$ cat config.mk
export PLATFORM = sky130hd
export DESIGN_NAME = infix_expression_evaluator
export DESIGN_NICKNAME = d
export VERILOG_FILES = /design/src/rtl/iee_pkg.sv /design/src/rtl/iee_divider.sv /design/src/rtl/iee_datapath.sv /design/src/rtl/iee_controller.sv /design/src/rtl/infix_expression_evaluator.sv
export SDC_FILE = /design/constraint.sdc
export NUM_CORES = 2
export LEC_CHECK = 0
export BUFFER_PORTS_ARGS = -buffer_cell sky130_fd_sc_hd__buf_2
export CAP_MARGIN = 20
export CELL_PAD_IN_SITES_DETAIL_PLACEMENT = 0
export CELL_PAD_IN_SITES_GLOBAL_PLACEMENT = 1
export CORE_MARGIN = 2
export CORE_UTILIZATION = 48
export DETAILED_ROUTE_END_ITERATION = 8
export MAX_ROUTING_LAYER = met4
export PLACE_DENSITY_LB_ADDON = 0.08
export SLEW_MARGIN = 20
export SYNTH_ARGS = -nofsm -noshare
export SYNTH_HDL_FRONTEND = slang
export SYNTH_SLANG_ARGS = --single-unit
$ cat constraint.sdc
create_clock -name clock -period 8.4 [get_ports clock]
set_clock_uncertainty 0.2 [all_clocks]
set_input_delay 1.68 -clock clock [delete_from_list [all_inputs] [get_ports clock]]
set_output_delay 1.68 -clock clock [all_outputs]
set_load 0.03 [all_outputs]
$ cat src/rtl/iee_pkg.sv
// Shared constants, command codes, status types and tables of the infix evaluator.
package iee_pkg;

   localparam int NUM_STACK_DEPTH = 4;
   localparam int FRAC_BITS = 16;
   localparam int MAX_FRAC_DIGITS = 6;

   localparam int CNT_W = $clog2(NUM_STACK_DEPTH + 1);
   localparam int IDX_W = $clog2(NUM_STACK_DEPTH);
   localparam int INT_W = 32 - FRAC_BITS;
   localparam int FRAC_ACC_W = 20;
   localparam int DIG_W = 3;
   localparam int DIV_DW = 32 + FRAC_BITS;
   localparam int DIV_VW = 32;

   localparam logic [1:0] OP_ADD = 2'd0;
   localparam logic [1:0] OP_SUB = 2'd1;
   localparam logic [1:0] OP_MUL = 2'd2;
   localparam logic [1:0] OP_DIV = 2'd3;

   localparam logic [1:0] ST_OK = 2'd0;
   localparam logic [1:0] ST_DIV_ZERO = 2'd1;
   localparam logic [1:0] ST_OVERFLOW = 2'd2;
   localparam logic [1:0] ST_MALFORMED = 2'd3;

   localparam logic [7:0] CH_PLUS = 8'h2B;
   localparam logic [7:0] CH_MINUS = 8'h2D;
   localparam logic [7:0] CH_STAR = 8'h2A;
   localparam logic [7:0] CH_SLASH = 8'h2F;
   localparam logic [7:0] CH_DOT = 8'h2E;
   localparam logic [7:0] CH_ZERO = 8'h30;
   localparam logic [7:0] CH_NINE = 8'h39;

   localparam logic [3:0] CMD_NONE = 4'd0;
   localparam logic [3:0] CMD_CAPTURE = 4'd1;
   localparam logic [3:0] CMD_DIGIT = 4'd2;
   localparam logic [3:0] CMD_DOT = 4'd3;
   localparam logic [3:0] CMD_TOK_START = 4'd4;
   localparam logic [3:0] CMD_TOK_PUSH = 4'd5;
   localparam logic [3:0] CMD_POP = 4'd6;
   localparam logic [3:0] CMD_ADDSUB = 4'd7;
   localparam logic [3:0] CMD_MUL_PROD = 4'd8;
   localparam logic [3:0] CMD_MUL_FIN = 4'd9;
   localparam logic [3:0] CMD_DIV_ZERO = 4'd10;
   localparam logic [3:0] CMD_DIV_START = 4'd11;
   localparam logic [3:0] CMD_DIV_FIN = 4'd12;
   localparam logic [3:0] CMD_PUSH_OP = 4'd13;
   localparam logic [3:0] CMD_RESULT = 4'd14;

   typedef struct packed {
      logic [3:0] code;
   } iee_cmd_type;

   typedef struct packed {
      logic       is_digit;
      logic       is_dot;
      logic       is_op;
      logic       last;
      logic       active;
      logic       op_nonzero;
      logic       reduce_ok;
      logic       pop_short;
      logic [1:0] pop_op;
      logic       divisor_zero;
      logic       div_done;
   } iee_status_type;

   function automatic logic [FRAC_ACC_W-1:0] pow10(input logic [DIG_W-1:0] n);
      logic [FRAC_ACC_W-1:0] p;
      case (n)
         3'd0: p = 20'd1;
         3'd1: p = 20'd10;
         3'd2: p = 20'd100;
         3'd3: p = 20'd1000;
         3'd4: p = 20'd10000;
         3'd5: p = 20'd100000;
         default: p = 20'd1000000;
      endcase
      return p;
   endfunction

endpackage

$ cat src/rtl/iee_divider.sv
// Restoring unsigned divider, one quotient bit per cycle.
module iee_divider (
   input  logic                      clock,
   input  logic                      reset,
   input  logic                      start,
   input  logic [iee_pkg::DIV_DW-1:0] dividend,
   input  logic [iee_pkg::DIV_VW-1:0] divisor,
   output logic                      done,
   output logic [iee_pkg::DIV_DW-1:0] quotient
);
   import iee_pkg::*;

   localparam int CW = $clog2(DIV_DW + 1);

   logic              busy_ff, busy_in;
   logic              done_ff, done_in;
   logic [CW-1:0]     cnt_ff, cnt_in;
   logic [DIV_VW-1:0] rem_ff, rem_in;
   logic [DIV_DW-1:0] quo_ff, quo_in;
   logic [DIV_VW-1:0] dsr_ff, dsr_in;
   logic [DIV_VW:0]   trial;
   logic              fits;

   always_comb begin
      trial = {rem_ff, quo_ff[DIV_DW-1]};
      fits = trial >= {1'b0, dsr_ff};
      busy_in = busy_ff;
      done_in = 1'b0;
      cnt_in = cnt_ff;
      rem_in = rem_ff;
      quo_in = quo_ff;
      dsr_in = dsr_ff;
      if (start && !busy_ff) begin
         busy_in = 1'b1;
         cnt_in = CW'(DIV_DW);
         rem_in = '0;
         quo_in = dividend;
         dsr_in = divisor;
      end else if (busy_ff) begin
         rem_in = fits ? DIV_VW'(trial - {1'b0, dsr_ff}) : DIV_VW'(trial);
         quo_in = {quo_ff[DIV_DW-2:0], fits};
         cnt_in = cnt_ff - CW'(1);
         if (cnt_ff == CW'(1)) begin
            busy_in = 1'b0;
            done_in = 1'b1;
         end
      end
   end

   always_ff @(posedge clock) begin
      if (reset) begin
         busy_ff <= 1'b0;
         done_ff <= 1'b0;
         cnt_ff <= '0;
      end else begin
         busy_ff <= busy_in;
         done_ff <= done_in;
         cnt_ff <= cnt_in;
      end
      rem_ff <= rem_in;
      quo_ff <= quo_in;
      dsr_ff <= dsr_in;
   end

   assign done = done_ff;
   assign quotient = quo_ff;

endmodule

$ cat src/rtl/iee_datapath.sv
// Datapath of the infix evaluator: number builder, stacks, arithmetic and result register.
module iee_datapath (
   input  logic                   clock,
   input  logic                   reset,
   input  iee_pkg::iee_cmd_type    cmd,
   output iee_pkg::iee_status_type status,
   input  logic [7:0]             req_ch,
   input  logic                   req_last,
   output logic signed [31:0]     rsp_value,
   output logic [1:0]             rsp_status
);
   import iee_pkg::*;

   localparam logic [INT_W-1:0] INT_CAP = INT_W'(1) << (31 - FRAC_BITS);
   localparam logic [32:0] Q_MAX33 = 33'h0_7FFF_FFFF;

   logic [7:0]            ch_ff;
   logic                  last_ff;
   logic [INT_W-1:0]      int_ff, int_in;
   logic [FRAC_ACC_W-1:0] frac_ff, frac_in;
   logic [DIG_W-1:0]      dig_ff, dig_in;
   logic                  fl_active_ff, fl_active_in;
   logic                  fl_dot_ff, fl_dot_in;
   logic                  fl_end_ff, fl_end_in;
   logic [1:0]            err_ff, err_in;
   logic [CNT_W-1:0]      num_count_ff, num_count_in;
   logic [1:0]            op_count_ff, op_count_in;
   logic [1:0]            op_stack_ff [2];
   logic [1:0]            op_ff;
   logic                  short_ff;
   logic signed [31:0]    a_ff, b_ff;
   logic signed [63:0]    prod_ff;
   logic                  neg_ff;
   logic signed [31:0]    num_mem [NUM_STACK_DEPTH];
   logic signed [31:0]    value_ff;
   logic [1:0]            status_ff;

   logic [CNT_W-1:0]      cnt_m1, cnt_m2;
   logic [3:0]            digit;
   logic [INT_W+3:0]      int_next;
   logic [FRAC_ACC_W+3:0] frac_next;
   logic                  is_op;
   logic [1:0]            new_op;
   logic [1:0]            top_op;
   logic                  div_start, div_done;
   logic [DIV_DW-1:0]     div_dividend, div_quotient;
   logic [DIV_VW-1:0]     div_divisor;
   logic [31:0]           abs_a, abs_b;
   logic [FRAC_BITS+1:0]  fq_sum;
   logic [32:0]           total;
   logic signed [32:0]    as_res;
   logic signed [63:0]    mul_shift;
   logic signed [31:0]    apply_val;
   logic                  apply_ovf;
   logic                  push_ok;
   logic                  mem_push, mem_apply;

   assign cnt_m1 = num_count_ff - CNT_W'(1);
   assign cnt_m2 = num_count_ff - CNT_W'(2);
   assign digit = ch_ff[3:0];
   assign int_next = (INT_W+4)'(int_ff) * (INT_W+4)'(10) + (INT_W+4)'(digit);
   assign frac_next = (FRAC_ACC_W+4)'(frac_ff) * (FRAC_ACC_W+4)'(10)
                      + (FRAC_ACC_W+4)'(digit);

   always_comb begin
      is_op = 1'b1;
      new_op = OP_ADD;
      case (ch_ff)
         CH_PLUS:  new_op = OP_ADD;
         CH_MINUS: new_op = OP_SUB;
         CH_STAR:  new_op = OP_MUL;
         CH_SLASH: new_op = OP_DIV;
         default:  is_op = 1'b0;
      endcase
   end

   assign top_op = (op_count_ff == 2'd2) ? op_stack_ff[1] : op_stack_ff[0];
   assign abs_a = a_ff[31] ? 32'(-a_ff) : 32'(a_ff);
   assign abs_b = b_ff[31] ? 32'(-b_ff) : 32'(b_ff);

   assign div_start = (cmd.code == CMD_TOK_START) || (cmd.code == CMD_DIV_START);
   assign div_dividend = (cmd.code == CMD_TOK_START)
                         ? DIV_DW'({frac_ff, {(FRAC_BITS + 1){1'b0}}})
                         : {abs_a, {FRAC_BITS{1'b0}}};
   assign div_divisor = (cmd.code == CMD_TOK_START) ? DIV_VW'(pow10(dig_ff)) : abs_b;

   iee_divider u_divider (
      .clock   (clock),
      .reset   (reset),
      .start   (div_start),
      .dividend(div_dividend),
      .divisor (div_divisor),
      .done    (div_done),
      .quotient(div_quotient)
   );

   // Rounded fraction and the unsigned token value.
   assign fq_sum = div_quotient[FRAC_BITS+1:0] + (FRAC_BITS+2)'(1);
   assign total = 33'({int_ff, {FRAC_BITS{1'b0}}}) + 33'(fq_sum[FRAC_BITS+1:1]);
   assign push_ok = num_count_ff < CNT_W'(NUM_STACK_DEPTH);

   assign as_res = (op_ff == OP_SUB) ? (33'(a_ff) - 33'(b_ff)) : (33'(a_ff) + 33'(b_ff));
   assign mul_shift = (prod_ff >>> FRAC_BITS)
                      + ((prod_ff[63] && (prod_ff[FRAC_BITS-1:0] != '0)) ? 64'sd1 : 64'sd0);

   always_comb begin
      apply_val = '0;
      apply_ovf = 1'b0;
      case (cmd.code)
         CMD_ADDSUB: begin
            if (as_res[32] != as_res[31]) begin
               apply_ovf = 1'b1;
               apply_val = as_res[32] ? 32'sh8000_0000 : 32'sh7FFF_FFFF;
            end else begin
               apply_val = as_res[31:0];
            end
         end
         CMD_MUL_FIN: begin
            if (!mul_shift[63] && (mul_shift[62:31] != '0)) begin
               apply_ovf = 1'b1;
               apply_val = 32'sh7FFF_FFFF;
            end else if (mul_shift[63] && (mul_shift[62:31] != '1)) begin
               apply_ovf = 1'b1;
               apply_val = 32'sh8000_0000;
            end else begin
               apply_val = mul_shift[31:0];
            end
         end
         CMD_DIV_FIN: begin
            if (!neg_ff) begin
               if (div_quotient[DIV_DW-1:31] != '0) begin
                  apply_ovf = 1'b1;
                  apply_val = 32'sh7FFF_FFFF;
               end else begin
                  apply_val = div_quotient[31:0];
               end
            end else if ((div_quotient[DIV_DW-1:32] != '0)
                         || (div_quotient[31] && (div_quotient[30:0] != '0))) begin
               apply_ovf = 1'b1;
               apply_val = 32'sh8000_0000;
            end else begin
               apply_val = 32'(-div_quotient[31:0]);
            end
         end
         default: apply_val = '0;
      endcase
   end

   assign mem_push = (cmd.code == CMD_TOK_PUSH) && push_ok;
   assign mem_apply = (cmd.code == CMD_ADDSUB) || (cmd.code == CMD_MUL_FIN)
                      || (cmd.code == CMD_DIV_ZERO) || (cmd.code == CMD_DIV_FIN);

   always_comb begin
      int_in = int_ff;
      frac_in = frac_ff;
      dig_in = dig_ff;
      fl_active_in = fl_active_ff;
      fl_dot_in = fl_dot_ff;
      fl_end_in = fl_end_ff;
      err_in = err_ff;
      num_count_in = num_count_ff;
      op_count_in = op_count_ff;
      unique case (cmd.code) inside
         CMD_DIGIT: begin
            fl_active_in = 1'b1;
            if (!fl_end_ff) begin
               if (fl_dot_ff) begin
                  if (dig_ff < DIG_W'(MAX_FRAC_DIGITS)) begin
                     frac_in = frac_next[FRAC_ACC_W-1:0];
                     dig_in = dig_ff + DIG_W'(1);
                  end
               end else if (int_next > (INT_W+4)'(INT_CAP)) begin
                  int_in = INT_CAP;
               end else begin
                  int_in = int_next[INT_W-1:0];
               end
            end
         end
         CMD_DOT: begin
            if (!fl_active_ff) begin
               fl_active_in = 1'b1;
               fl_dot_in = 1'b1;
            end else if (fl_dot_ff) begin
               fl_end_in = 1'b1;
            end else begin
               fl_dot_in = 1'b1;
            end
         end
         CMD_TOK_PUSH: begin
            if (err_ff == ST_OK) begin
               if (total > Q_MAX33) err_in = ST_OVERFLOW;
               else if (!push_ok) err_in = ST_MALFORMED;
            end
            if (push_ok) num_count_in = num_count_ff + CNT_W'(1);
            int_in = '0;
            frac_in = '0;
            dig_in = '0;
            fl_active_in = 1'b0;
            fl_dot_in = 1'b0;
            fl_end_in = 1'b0;
         end
         CMD_POP: begin
            op_count_in = op_count_ff - 2'd1;
            if (num_count_ff < CNT_W'(2) && err_ff == ST_OK) err_in = ST_MALFORMED;
         end
         CMD_ADDSUB, CMD_MUL_FIN, CMD_DIV_FIN: begin
            num_count_in = num_count_ff - CNT_W'(1);
            if (apply_ovf && err_ff == ST_OK) err_in = ST_OVERFLOW;
         end
         CMD_DIV_ZERO: begin
            num_count_in = num_count_ff - CNT_W'(1);
            if (err_ff == ST_OK) err_in = ST_DIV_ZERO;
         end
         CMD_PUSH_OP: begin
            if (op_count_ff >= 2'd2) begin
               if (err_ff == ST_OK) err_in = ST_MALFORMED;
            end else begin
               op_count_in = op_count_ff + 2'd1;
            end
         end
         CMD_RESULT: begin
            int_in = '0;
            frac_in = '0;
            dig_in = '0;
            fl_active_in = 1'b0;
            fl_dot_in = 1'b0;
            fl_end_in = 1'b0;
            err_in = ST_OK;
            num_count_in = '0;
            op_count_in = '0;
         end
         default: err_in = err_ff;
      endcase
   end

   always_ff @(posedge clock) begin
      if (reset) begin
         int_ff <= '0;
         frac_ff <= '0;
         dig_ff <= '0;
         fl_active_ff <= 1'b0;
         fl_dot_ff <= 1'b0;
         fl_end_ff <= 1'b0;
         err_ff <= ST_OK;
         num_count_ff <= '0;
         op_count_ff <= '0;
      end else begin
         int_ff <= int_in;
         frac_ff <= frac_in;
         dig_ff <= dig_in;
         fl_active_ff <= fl_active_in;
         fl_dot_ff <= fl_dot_in;
         fl_end_ff <= fl_end_in;
         err_ff <= err_in;
         num_count_ff <= num_count_in;
         op_count_ff <= op_count_in;
      end
   end

   // Payload registers, the number stack memory and the result register.
   always_ff @(posedge clock) begin
      if (cmd.code == CMD_CAPTURE) begin
         ch_ff <= req_ch;
         last_ff <= req_last;
      end
      if (cmd.code == CMD_PUSH_OP && op_count_ff < 2'd2) begin
         op_stack_ff[op_count_ff[0]] <= new_op;
      end
      if (cmd.code == CMD_POP) begin
         op_ff <= top_op;
         short_ff <= num_count_ff < CNT_W'(2);
         a_ff <= num_mem[cnt_m2[IDX_W-1:0]];
         b_ff <= num_mem[cnt_m1[IDX_W-1:0]];
      end
      if (cmd.code == CMD_MUL_PROD) begin
         prod_ff <= a_ff * b_ff;
      end
      if (cmd.code == CMD_DIV_START) begin
         neg_ff <= a_ff[31] ^ b_ff[31];
      end
      if (mem_push) begin
         num_mem[num_count_ff[IDX_W-1:0]] <= (total > Q_MAX33) ? 32'sh7FFF_FFFF
                                                                : signed'(total[31:0]);
      end else if (mem_apply) begin
         num_mem[cnt_m2[IDX_W-1:0]] <= apply_val;
      end
      if (cmd.code == CMD_RESULT) begin
         value_ff <= (num_count_ff == '0) ? 32'sd0 : num_mem[cnt_m1[IDX_W-1:0]];
         status_ff <= (err_ff == ST_OK && num_count_ff != CNT_W'(1)) ? ST_MALFORMED : err_ff;
      end
   end

   always_comb begin
      status.is_digit = (ch_ff >= CH_ZERO) && (ch_ff <= CH_NINE);
      status.is_dot = ch_ff == CH_DOT;
      status.is_op = is_op;
      status.last = last_ff;
      status.active = fl_active_ff;
      status.op_nonzero = op_count_ff != 2'd0;
      status.reduce_ok = (op_count_ff != 2'd0) && (top_op[1] >= new_op[1]);
      status.pop_short = short_ff;
      status.pop_op = op_ff;
      status.divisor_zero = b_ff == 32'sd0;
      status.div_done = div_done;
   end

   assign rsp_value = value_ff;
   assign rsp_status = status_ff;

`ifndef NO_ASSERTIONS
   a_num_count_range: assert property (@(posedge clock) disable iff (reset)
      num_count_ff <= CNT_W'(NUM_STACK_DEPTH))
      else $error("number stack count beyond depth");
   a_op_count_range: assert property (@(posedge clock) disable iff (reset)
      op_count_ff <= 2'd2)
      else $error("operator stack count beyond two");
   a_frac_digits: assert property (@(posedge clock) disable iff (reset)
      dig_ff <= DIG_W'(MAX_FRAC_DIGITS))
      else $error("too many fraction digits kept");
   a_result_clears: assert property (@(posedge clock) disable iff (reset)
      cmd.code == CMD_RESULT |=> num_count_ff == '0 && op_count_ff == '0 && err_ff == ST_OK)
      else $error("state not cleared after result");
`endif

endmodule

$ cat src/rtl/iee_controller.sv
// Sequencing state machine of the infix evaluator.
module iee_controller (
   input  logic                   clock,
   input  logic                   reset,
   input  logic                   req_valid,
   output logic                   req_ready,
   output logic                   rsp_valid,
   input  logic                   rsp_ready,
   output iee_pkg::iee_cmd_type    cmd,
   input  iee_pkg::iee_status_type status
);
   import iee_pkg::*;

   localparam logic [3:0] S_IDLE = 4'd0;
   localparam logic [3:0] S_DECODE = 4'd1;
   localparam logic [3:0] S_TOKEN = 4'd2;
   localparam logic [3:0] S_TOK_WAIT = 4'd3;
   localparam logic [3:0] S_AFTER_TOK = 4'd4;
   localparam logic [3:0] S_OP_LOOP = 4'd5;
   localparam logic [3:0] S_APPLY = 4'd6;
   localparam logic [3:0] S_MUL = 4'd7;
   localparam logic [3:0] S_DIV_WAIT = 4'd8;
   localparam logic [3:0] S_CHECK_LAST = 4'd9;
   localparam logic [3:0] S_FLUSH = 4'd10;
   localparam logic [3:0] S_RESULT = 4'd11;

   logic [3:0] state_ff, state_in;
   logic       flush_ff, flush_in;
   logic       rsp_valid_ff, rsp_valid_in;
   logic [3:0] back;

   assign back = flush_ff ? S_FLUSH : S_OP_LOOP;

   always_comb begin
      state_in = state_ff;
      flush_in = flush_ff;
      cmd.code = CMD_NONE;
      req_ready = 1'b0;
      rsp_valid_in = rsp_valid_ff && !rsp_ready;
      unique case (state_ff)
         S_IDLE: begin
            req_ready = 1'b1;
            if (req_valid) begin
               cmd.code = CMD_CAPTURE;
               state_in = S_DECODE;
            end
         end
         S_DECODE: begin
            if (status.is_digit) begin
               cmd.code = CMD_DIGIT;
               state_in = S_CHECK_LAST;
            end else if (status.is_dot) begin
               cmd.code = CMD_DOT;
               state_in = S_CHECK_LAST;
            end else begin
               state_in = S_TOKEN;
            end
         end
         S_TOKEN: begin
            if (status.active) begin
               cmd.code = CMD_TOK_START;
               state_in = S_TOK_WAIT;
            end else begin
               state_in = S_AFTER_TOK;
            end
         end
         S_TOK_WAIT: begin
            if (status.div_done) begin
               cmd.code = CMD_TOK_PUSH;
               state_in = S_AFTER_TOK;
            end
         end
         S_AFTER_TOK: begin
            if (flush_ff) state_in = S_FLUSH;
            else if (status.is_op) state_in = S_OP_LOOP;
            else state_in = S_CHECK_LAST;
         end
         S_OP_LOOP: begin
            if (status.reduce_ok) begin
               cmd.code = CMD_POP;
               state_in = S_APPLY;
            end else begin
               cmd.code = CMD_PUSH_OP;
               state_in = S_CHECK_LAST;
            end
         end
         S_APPLY: begin
            if (status.pop_short) begin
               state_in = back;
            end else begin
               unique case (status.pop_op) inside
                  OP_ADD, OP_SUB: begin
                     cmd.code = CMD_ADDSUB;
                     state_in = back;
                  end
                  OP_MUL: begin
                     cmd.code = CMD_MUL_PROD;
                     state_in = S_MUL;
                  end
                  default: begin
                     if (status.divisor_zero) begin
                        cmd.code = CMD_DIV_ZERO;
                        state_in = back;
                     end else begin
                        cmd.code = CMD_DIV_START;
                        state_in = S_DIV_WAIT;
                     end
                  end
               endcase
            end
         end
         S_MUL: begin
            cmd.code = CMD_MUL_FIN;
            state_in = back;
         end
         S_DIV_WAIT: begin
            if (status.div_done) begin
               cmd.code = CMD_DIV_FIN;
               state_in = back;
            end
         end
         S_CHECK_LAST: begin
            if (status.last) begin
               flush_in = 1'b1;
               state_in = S_TOKEN;
            end else begin
               state_in = S_IDLE;
            end
         end
         S_FLUSH: begin
            if (status.op_nonzero) begin
               cmd.code = CMD_POP;
               state_in = S_APPLY;
            end else begin
               state_in = S_RESULT;
            end
         end
         S_RESULT: begin
            if (!rsp_valid_ff || rsp_ready) begin
               cmd.code = CMD_RESULT;
               rsp_valid_in = 1'b1;
               flush_in = 1'b0;
               state_in = S_IDLE;
            end
         end
         default: state_in = S_IDLE;
      endcase
   end

   always_ff @(posedge clock) begin
      if (reset) begin
         state_ff <= S_IDLE;
         flush_ff <= 1'b0;
         rsp_valid_ff <= 1'b0;
      end else begin
         state_ff <= state_in;
         flush_ff <= flush_in;
         rsp_valid_ff <= rsp_valid_in;
      end
   end

   assign rsp_valid = rsp_valid_ff;

`ifndef NO_ASSERTIONS
   a_flush_idle: assert property (@(posedge clock) disable iff (reset)
      state_ff == S_IDLE |-> !flush_ff)
      else $error("flush mode left set in idle");
   a_result_waits: assert property (@(posedge clock) disable iff (reset)
      cmd.code == CMD_RESULT |-> !rsp_valid_ff || rsp_ready)
      else $error("result overwrote an undelivered response");
   a_result_shown: assert property (@(posedge clock) disable iff (reset)
      cmd.code == CMD_RESULT |=> rsp_valid_ff)
      else $error("response valid not raised after result");
`endif

endmodule

$ cat src/rtl/infix_expression_evaluator.sv
// Top level of the character-serial infix expression evaluator.
// The block takes one ASCII character per request and evaluates an infix expression of
// non-negative decimal numbers and the operators + - * / with the usual precedence; the
// request marked last closes the expression and yields one response holding a signed
// Q16.16 value and a status (0 ok, 1 divide by zero, 2 overflow saturated, 3 malformed).
// An operator request first applies each pending operator of equal or higher precedence,
// a multiplication with an extra product step; each number that a request completes and
// each division that it applies go through the one shared restoring divider that
// produces a quotient bit per cycle; the last request adds the flush of up to two pending
// operators, and its response is held back only while an earlier response still waits in
// the response register.
// A new request is accepted while an earlier response still waits to be taken.
module infix_expression_evaluator (
   input  logic               clock,
   input  logic               reset,
   input  logic               req_valid,
   output logic               req_ready,
   input  logic [7:0]         req_ch,
   input  logic               req_last,
   output logic               rsp_valid,
   input  logic               rsp_ready,
   output logic signed [31:0] rsp_value,
   output logic [1:0]         rsp_status
);
   import iee_pkg::*;

   // Commands flow from the controller to the datapath, status flows back.
   iee_cmd_type    cmd;
   iee_status_type status;

   iee_controller u_controller (
      .clock    (clock),
      .reset    (reset),
      .req_valid(req_valid),
      .req_ready(req_ready),
      .rsp_valid(rsp_valid),
      .rsp_ready(rsp_ready),
      .cmd      (cmd),
      .status   (status)
   );

   // The datapath holds the number builder, both stacks, the divider and the
   // response register that the controller's response valid qualifies.
   iee_datapath u_datapath (
      .clock     (clock),
      .reset     (reset),
      .cmd       (cmd),
      .status    (status),
      .req_ch    (req_ch),
      .req_last  (req_last),
      .rsp_value (rsp_value),
      .rsp_status(rsp_status)
   );

endmodule
* Word level (Yosys, flattened, before mapping)
Memory sizes are Yosys's and may differ from the RTL's. A register that Yosys moved wholly into a read port is not among the register bits.
Cells that the tools add are included.
** Cells by class
- Magnitude comparators :: 11
- $mul :: 3
- Reductions and logical operators :: 61
- Bitwise gates (word level) :: 3
- Add/subtract/negate cells :: 18
- Equal/unequal tests :: 62
- Mux-type cells :: 111
** Operators by type and width (number)
- two-way mux 32 bit :: 11
- two-way mux 48 bit :: 3
- one-hot mux 20 bit (6 select lines) :: 1
- negator 32 bit :: 3
- one-hot mux 32 bit (3 select lines) :: 1
- two-way mux 20 bit :: 4
- two-way mux 4 bit :: 18
- multiplier 32 x 32 -> 64 bit :: 1
- adder 48 x 2 -> 49 bit :: 1
- two-way mux 16 bit :: 3
- one-hot mux 4 bit (12 select lines) :: 1
- equality test 4 bit (second input constant) :: 11
- adder 20 x 4 -> 20 bit :: 2
- equality test 8 x 6 -> 1 bit (second input constant) :: 5
- one-hot mux 20 bit (2 select lines) :: 1
- one-hot mux 4 bit (10 select lines) :: 1
- adder 32 x 17 -> 33 bit :: 1
- adder 32 x 32 -> 33 bit :: 1
- greater-or-equal comparator 33 x 32 -> 1 bit :: 1
- greater-than comparator 33 x 31 -> 1 bit (second input constant) :: 1
- two-way mux 33 bit :: 1
- subtractor 32 x 32 -> 33 bit :: 1
- equality test 4 x 3 -> 1 bit (second input constant) :: 8
- logical NOT 32 bit :: 1
- other kinds (68) :: 187
** Storage, ports and cells
- Output and inout port bits :: 36
- Memories :: 2
- Input port bits :: 13
- Bits in registers :: 318
- Memory bits (writable) :: 132
- Logic and storage cells :: 301
** Memories
- u_datapath.num_mem :: words 4, width 32, rd ports 2, clocked after Yosys merged registers in 1, wr ports 1, line iee_datapath.sv:34 : logic signed [31:0] num_mem [NUM_STACK_DEPTH];
- u_datapath.op_stack_ff :: words 2, width 2, rd ports 2, clocked after Yosys merged registers in 0, wr ports 1, line iee_datapath.sv:28 : logic [1:0] op_stack_ff [2];

* Longest topological paths before layout
- Depth after elaboration :: 15
- Depth in mapped cells :: 32
- Mapped depth without buffers :: 28

* Cells and area by module
A second synthesis with hierarchy kept.
** Unflattened totals
- Cells, all modules :: 7027
- Area total of the unflattened synthesis :: 67930.2 um2
** Modules (own cells, without submodules)
- iee_datapath :: times used 1, area each 60235.3 um2, cells each 6274
- iee_divider :: times used 1, area each 6909.1 um2, cells each 641
- iee_controller :: times used 1, area each 785.8 um2, cells each 112

* Least setup slack after synthesis
OpenSTA, ideal clock, no wires.
- Path kind :: register to register
- Start point :: register u_datapath.a_ff[31] (read register of u_datapath.num_mem)
- End point :: register u_datapath.prod_ff[57] (data pin)
- Required time :: 7942 ps
- Cell stages (with the launch flop) :: 30
- Setup slack :: -620 ps
- Period minus slack after synthesis :: 9020 ps
- Arrival time :: 8562 ps
- Cell sequence :: edfxtp_1 clkbuf_1 clkbuf_1 buf_1 nand2_1 inv_1 fa_1 inv_1 fa_1 inv_1 fa_1 fa_1 inv_1 fa_1 inv_1 fa_1 fa_1 inv_1 fa_1 inv_1 ha_1 a21o_1 a21o_1 a21oi_1 o211ai_1 o41ai_1 o21ai_0 a21o_1 a21oi_1 xnor2_1
** On the way
- Cells in the longest elaborated chain, start to end :: 1
** Ends and longest elaborated chain
- start, declared :: line iee_datapath.sv:31 : logic signed [31:0] a_ff, b_ff;
- multiplier 32 x 32 -> 64 bit :: line iee_datapath.sv:276 : prod_ff <= a_ff * b_ff;
- end signal, assigned :: line iee_datapath.sv:276
- end, declared :: line iee_datapath.sv:32 : logic signed [63:0] prod_ff;
No other way between the ends.
A chain may end at the register's enable or synchronous reset.

* Worst setup path in the final report
- Start point :: register u_datapath.b_ff[10] (read register of u_datapath.num_mem)
- End point :: register u_datapath.prod_ff[62] (data pin)
** On the way
- Cells in the longest elaborated chain, start to end :: 1
** Ends and longest elaborated chain (line)
- start, declared :: iee_datapath.sv:31
- multiplier 32 x 32 -> 64 bit :: iee_datapath.sv:276
No other way between the ends.

==> flow_results.org <==
** Setup path
- Data arrives at the worst endpoint at 8.37 ns.
- On the worst path, the slowest cell contributes a delay of 0.58 ns.
- The worst register-to-register path has a depth of 26.
- Max FO, Critical Path :: 18
- In this run the worst setup path terminates at u_datapath.prod_ff[62].
- R2R Path Start :: u_datapath.b_ff[10]
- Worst path required time :: 8.60 ns
- The worst setup path is of the reg -> reg kind.
- Source of the critical timing path :: u_datapath.b_ff[10]
- Number of cells on the critical path :: 26
- STA classifies the critical path endpoint as a flop.
- CP max-delay cell :: fa_1
- Critical path buffers and inverters :: 5
- Among cell families on the critical path, the largest total delay comes from adder cells.
- Among the stages of the critical path, the cell type that occurs most often is fa_1.
- Worst R2R Setup Slack :: 0.23 ns
- Worst flop-to-flop path endpoint :: u_datapath.prod_ff[62]
- Startpoint class of the critical path :: flop

** Yosys
- By instance count, the leading cell after synthesis is inv_1.
- Ranked by total cell area, the synthesized netlist is headed by fa_1 (33%), edfxtp_1 (18%), ha_1 (6.4%).
- Number of cells produced by synthesis :: 6806
- Largest area contributor in the synthesized netlist :: fa_1
- Number of distinct library cell variants in the gate-level netlist after synthesis :: 85
- Syn_nets :: 8242
- Yosys mapped a number of flops with a built-in enable equal to 387.
- Summed instance area of the synthesized netlist :: 0.0657 mm^2
- Seq/Total Area, Yosys :: 0.206
- Main synth FF type :: edfxtp_1
- The commonest cells after synthesis are inv_1 (1112), fa_1 (1088), nand2_1 (792).
- Share of the synthesized area in the top cell type :: 0.332
- In the synthesized netlist the async set-or-reset flop fraction comes to 0.
- After synthesis the netlist holds a flip-flop and latch count of 482.
- Mean Syn Cell Area :: 9.65 um^2
- Ys Warns :: 0

** Placed design
- At the end of routability-driven placement, the weighted congestion stood at 0.956.
- Detailed placement ended at an HPWL of 168 mm.
- Counting tap cells, the placed design contains a total of 8621 instances.
- Input and output buffers added on the ports amount to 48.

** Pwr
- Sequential share of power :: 0.394
- Of the total power, the clock network draws 0.392.
- Part of the total power dissipated in combinational logic :: 0.214
- The internal power of the cells totals 4.87 mW.
- Of the total power, the share spent switching nets is 0.296.
- Dividing total power by cell area gives a power density of 95.1 mW/mm^2.
- Worst supply voltage drop on vdd :: 152 uV
- Summed over all nets, the switching power comes to 2.04 mW.
- Summed over all cells, the static leakage comes to 32.7 nW.

** Timing
- At the pin with the least slew margin, the transition time is 1.07 ns.
- Time the worst path needs with I/O delays and setup :: 8.17 ns
- Hold WS :: 0.283 ns
- Hold Vio Cnt, Final :: 0
- Final setup violation count :: 0
- Highest clock rate :: 122 MHz
- Slew margin rel. :: 0.283
- Count of pins over their slew limit :: 0
- Dividing the final minimum period by the clock period gives 0.973.

** Routing
- Number of vias per cell :: 5.61
- Number of DRC violations after detailed routing :: 0
- In the final routed layout, each cell accounts on average for 23.6 um.
- In this run, the number of DRC markers left after iteration 0 of detailed routing was 3738.
- The first TritonRoute pass finished after 7 iterations.
- Antenna viol nets, final :: 0
- The final layout contains routed wiring with a total length of 207 mm.
- For this block, the via count after detailed routing is 49122.

** Clock tree
- Total CTS buffers :: 59
- Maximum clock insertion buffer count :: 3
- After clock tree synthesis, the clock-pin slew on the worst setup and hold paths is 0.06 ns.
- Clock network latency to the later pin of the worst-skew pair :: 0.67 ns
- CTS Root Cell :: clkbuf_16
- TritonCTS clock tree :: done
- Number of levels the H-tree was split into :: 2
- CTS saw 482 sinks.

** Floorplan
- The floorplan has 135 rows.
- CORE AREA :: 0.136 mm^2
- For this design the top-level I/O count stands at 49.
- For this configuration, the core starts out at a cell density of 0.484.
- Die X-Extent :: 374 um
- Die outline area :: 0.140 mm^2
- The floorplan step set the die height to 374 um.

** Status
- The flow ran to the end, and the final reports show no timing, DRC or antenna violations.

** Global route
- The via count of the first global-routing pass came to 50176.
- The first global-routing pass estimated 317 mm of wire.
- In the global route stage, overall resource usage came out at 0.309.
- After global routing the overflow that remains totals 0.
- The initial antenna violation count came to 8.
- Entering global routing, the biggest net connects 74 pins.

** Hold path
- The tightest min-delay check is of the reg -> reg type.

** Run
- Across the run, the number of max-cap violations was 0.

** Finish
- Final-stage net count :: 8353
- The area growth from synthesis to layout is 10.7%.
- Post-route non-filler standard cell count :: 8759
- Of the cells placed in the final design, the portion with a size suffix greater than 1 is 0.0976.
## worst min-delay path by stage
stage	depth (start not counted)	to	from	slack, ns
3_5_place_dp	1	u_datapath.u_divider.cnt_ff[5]	u_datapath.u_divider.cnt_ff[5]	0.27
4_1_cts	1	u_datapath.u_divider.cnt_ff[5]	u_datapath.u_divider.cnt_ff[5]	0.28
6_report	1	u_datapath.u_divider.cnt_ff[5]	u_datapath.u_divider.cnt_ff[5]	0.28
2_1_floorplan	1	u_datapath.u_divider.cnt_ff[4]	u_datapath.u_divider.cnt_ff[4]	0.24
5_1_grt	1	u_datapath.u_divider.cnt_ff[4]	u_datapath.u_divider.cnt_ff[4]	0.30
3_3_place_gp	1	u_datapath.u_divider.cnt_ff[4]	u_datapath.u_divider.cnt_ff[4]	0.26
## layer usage
layer,up-vias,GRT usage,routed length (um)
met2,1460,0.490,98200
met5,-,-,0
li1,22080,-,-
met3,237,0.0305,11600
met4,0,0.0818,6380
met1,25345,0.428,90900
## metrics by stage
| step | TNS [ns] | util | setup WS, ns | instance area (um^2) | power (mW) |
|---|---|---|---|---|---|
| global route | -0.0403 | 0.536 | -0.0323 | 72700 | 7.21 |
| CTS | 0 | 0.533 | 0.00708 | 72400 | 6.91 |
| global placement | -0.343 | 0.518 | -0.159 | 70300 | 4.20 |
| finish | 0 | 0.536 | 0.227 | 72700 | 6.91 |
| floorplan | -0.122 | - | -0.122 | 65700 | 3.72 |
| detailed placement | -0.167 | 0.518 | -0.136 | 70300 | 4.20 |
## cell families after synthesis
| logic type | count (synthesis) | share of synthesized area |
|---|---|---|
| simple gates | 2088 | 0.157 |
| buf+inv | 1495 | 0.0856 |
| compound gates | 910 | 0.0879 |
| xor+xnor | 332 | 0.0443 |
| fa+ha+maj | 1423 | 0.395 |
| mux | 76 | 0.0238 |
| flops | 482 | 0.206 |
## cells in the final DEF (no fill, tap or decap), types with 12 or more instances in the layout
cell type,Yosys,layout
and2_1,558,558
clkbuf_16,0,64
nor3_1,81,78
o21ai_0,243,233
and3_1,38,36
or3_1,35,35
xor2_1,160,160
o31ai_1,38,38
o21ai_1,10,18
nor2_1,268,264
nor2b_1,26,26
a211oi_1,30,29
fa_1,1088,1085
nand4_1,44,44
nand2b_1,45,45
buf_4,0,319
nand3_1,91,90
nand2_1,792,791
edfxtp_1,387,387
o211ai_1,17,17
clkinv_2,0,12
dfxtp_1,95,93
a31oi_1,39,39
o21a_1,33,33
inv_1,1112,1105
or4_1,12,12
a221oi_1,25,22
xnor2_1,172,171
a22o_1,16,16
buf_2,6,48
a32oi_1,12,12
a21o_1,73,73
buf_12,0,55
ha_1,335,331
o21bai_1,24,24
a21oi_1,247,236
mux4_2,64,64
nor4_1,41,39
## cell type report
type,count,area (um^2)
inverter,1113,4190
clock inverter,40,375
tap,1781,2230
multi-input combinational,4829,46800
fill,12414,62900
clock buffer,72,1660
sequential,482,13500
timing repair buffer,432,3880
antenna,10,25.0
## power by group through the flow
stage	registers, mW	logic (mW)	clock network (mW)
2_1_floorplan	2.74	0.979	0
3_3_place_gp	2.77	1.42	0
3_5_place_dp	2.77	1.43	0
4_1_cts	2.72	1.44	2.75
5_1_grt	2.73	1.64	2.84
6_report	2.72	1.48	2.71
## worst reg2reg max path, stage by stage, from the launching register on
cell and delay, ns:
edfxtp_1 0.43, buf_12 0.19, buf_4 0.21, nand2_1 0.12, fa_1 0.49, fa_1 0.54, fa_1 0.46, fa_1 0.54
inv_1 0.06, fa_1 0.58, fa_1 0.44, fa_1 0.56, fa_1 0.44, ha_1 0.37, and4_1 0.27, nand2_1 0.07
nor2_1 0.15, a221oi_1 0.09, a21boi_2 0.16, buf_4 0.17, o41a_1 0.39, o311ai_1 0.29, buf_4 0.17, o211a_1 0.15
o21a_1 0.15, o22ai_2 0.11, xnor2_1 0.13
## flip-flops by register name (all words and copies together) (netlist names), 2 cells and up
| signal | cells |
|---|---|
| u_datapath.num_mem | 128 |
| u_datapath.prod_ff | 64 |
| u_datapath.u_divider.quotient | 48 |
| u_datapath.a_ff | 32 |
| u_datapath.b_ff | 32 |
| u_datapath.rsp_value | 32 |
| u_datapath.u_divider.dsr_ff | 32 |
| u_datapath.u_divider.rem_ff | 32 |
| u_datapath.frac_ff | 20 |
| u_datapath.int_ff | 16 |
| u_datapath.ch_ff | 8 |
| u_datapath.u_divider.cnt_ff | 6 |
| u_controller.state_ff | 4 |
| u_datapath.op_stack_ff | 4 |
| u_datapath.dig_ff | 3 |
| u_datapath.num_count_ff | 3 |
| u_datapath.err_ff | 2 |
| u_datapath.op_count_ff | 2 |
| u_datapath.op_ff | 2 |
| u_datapath.rsp_status | 2 |
## what timing repair did
action,4_1_cts,5_1_grt
hold buffers,0,0
buffers inserted,2,12
cloned,0,1
pin swaps,0,20
gates resized for setup,2,51
endpoints found under the setup margin,6,15
Power figures use the tool's default switching activity.
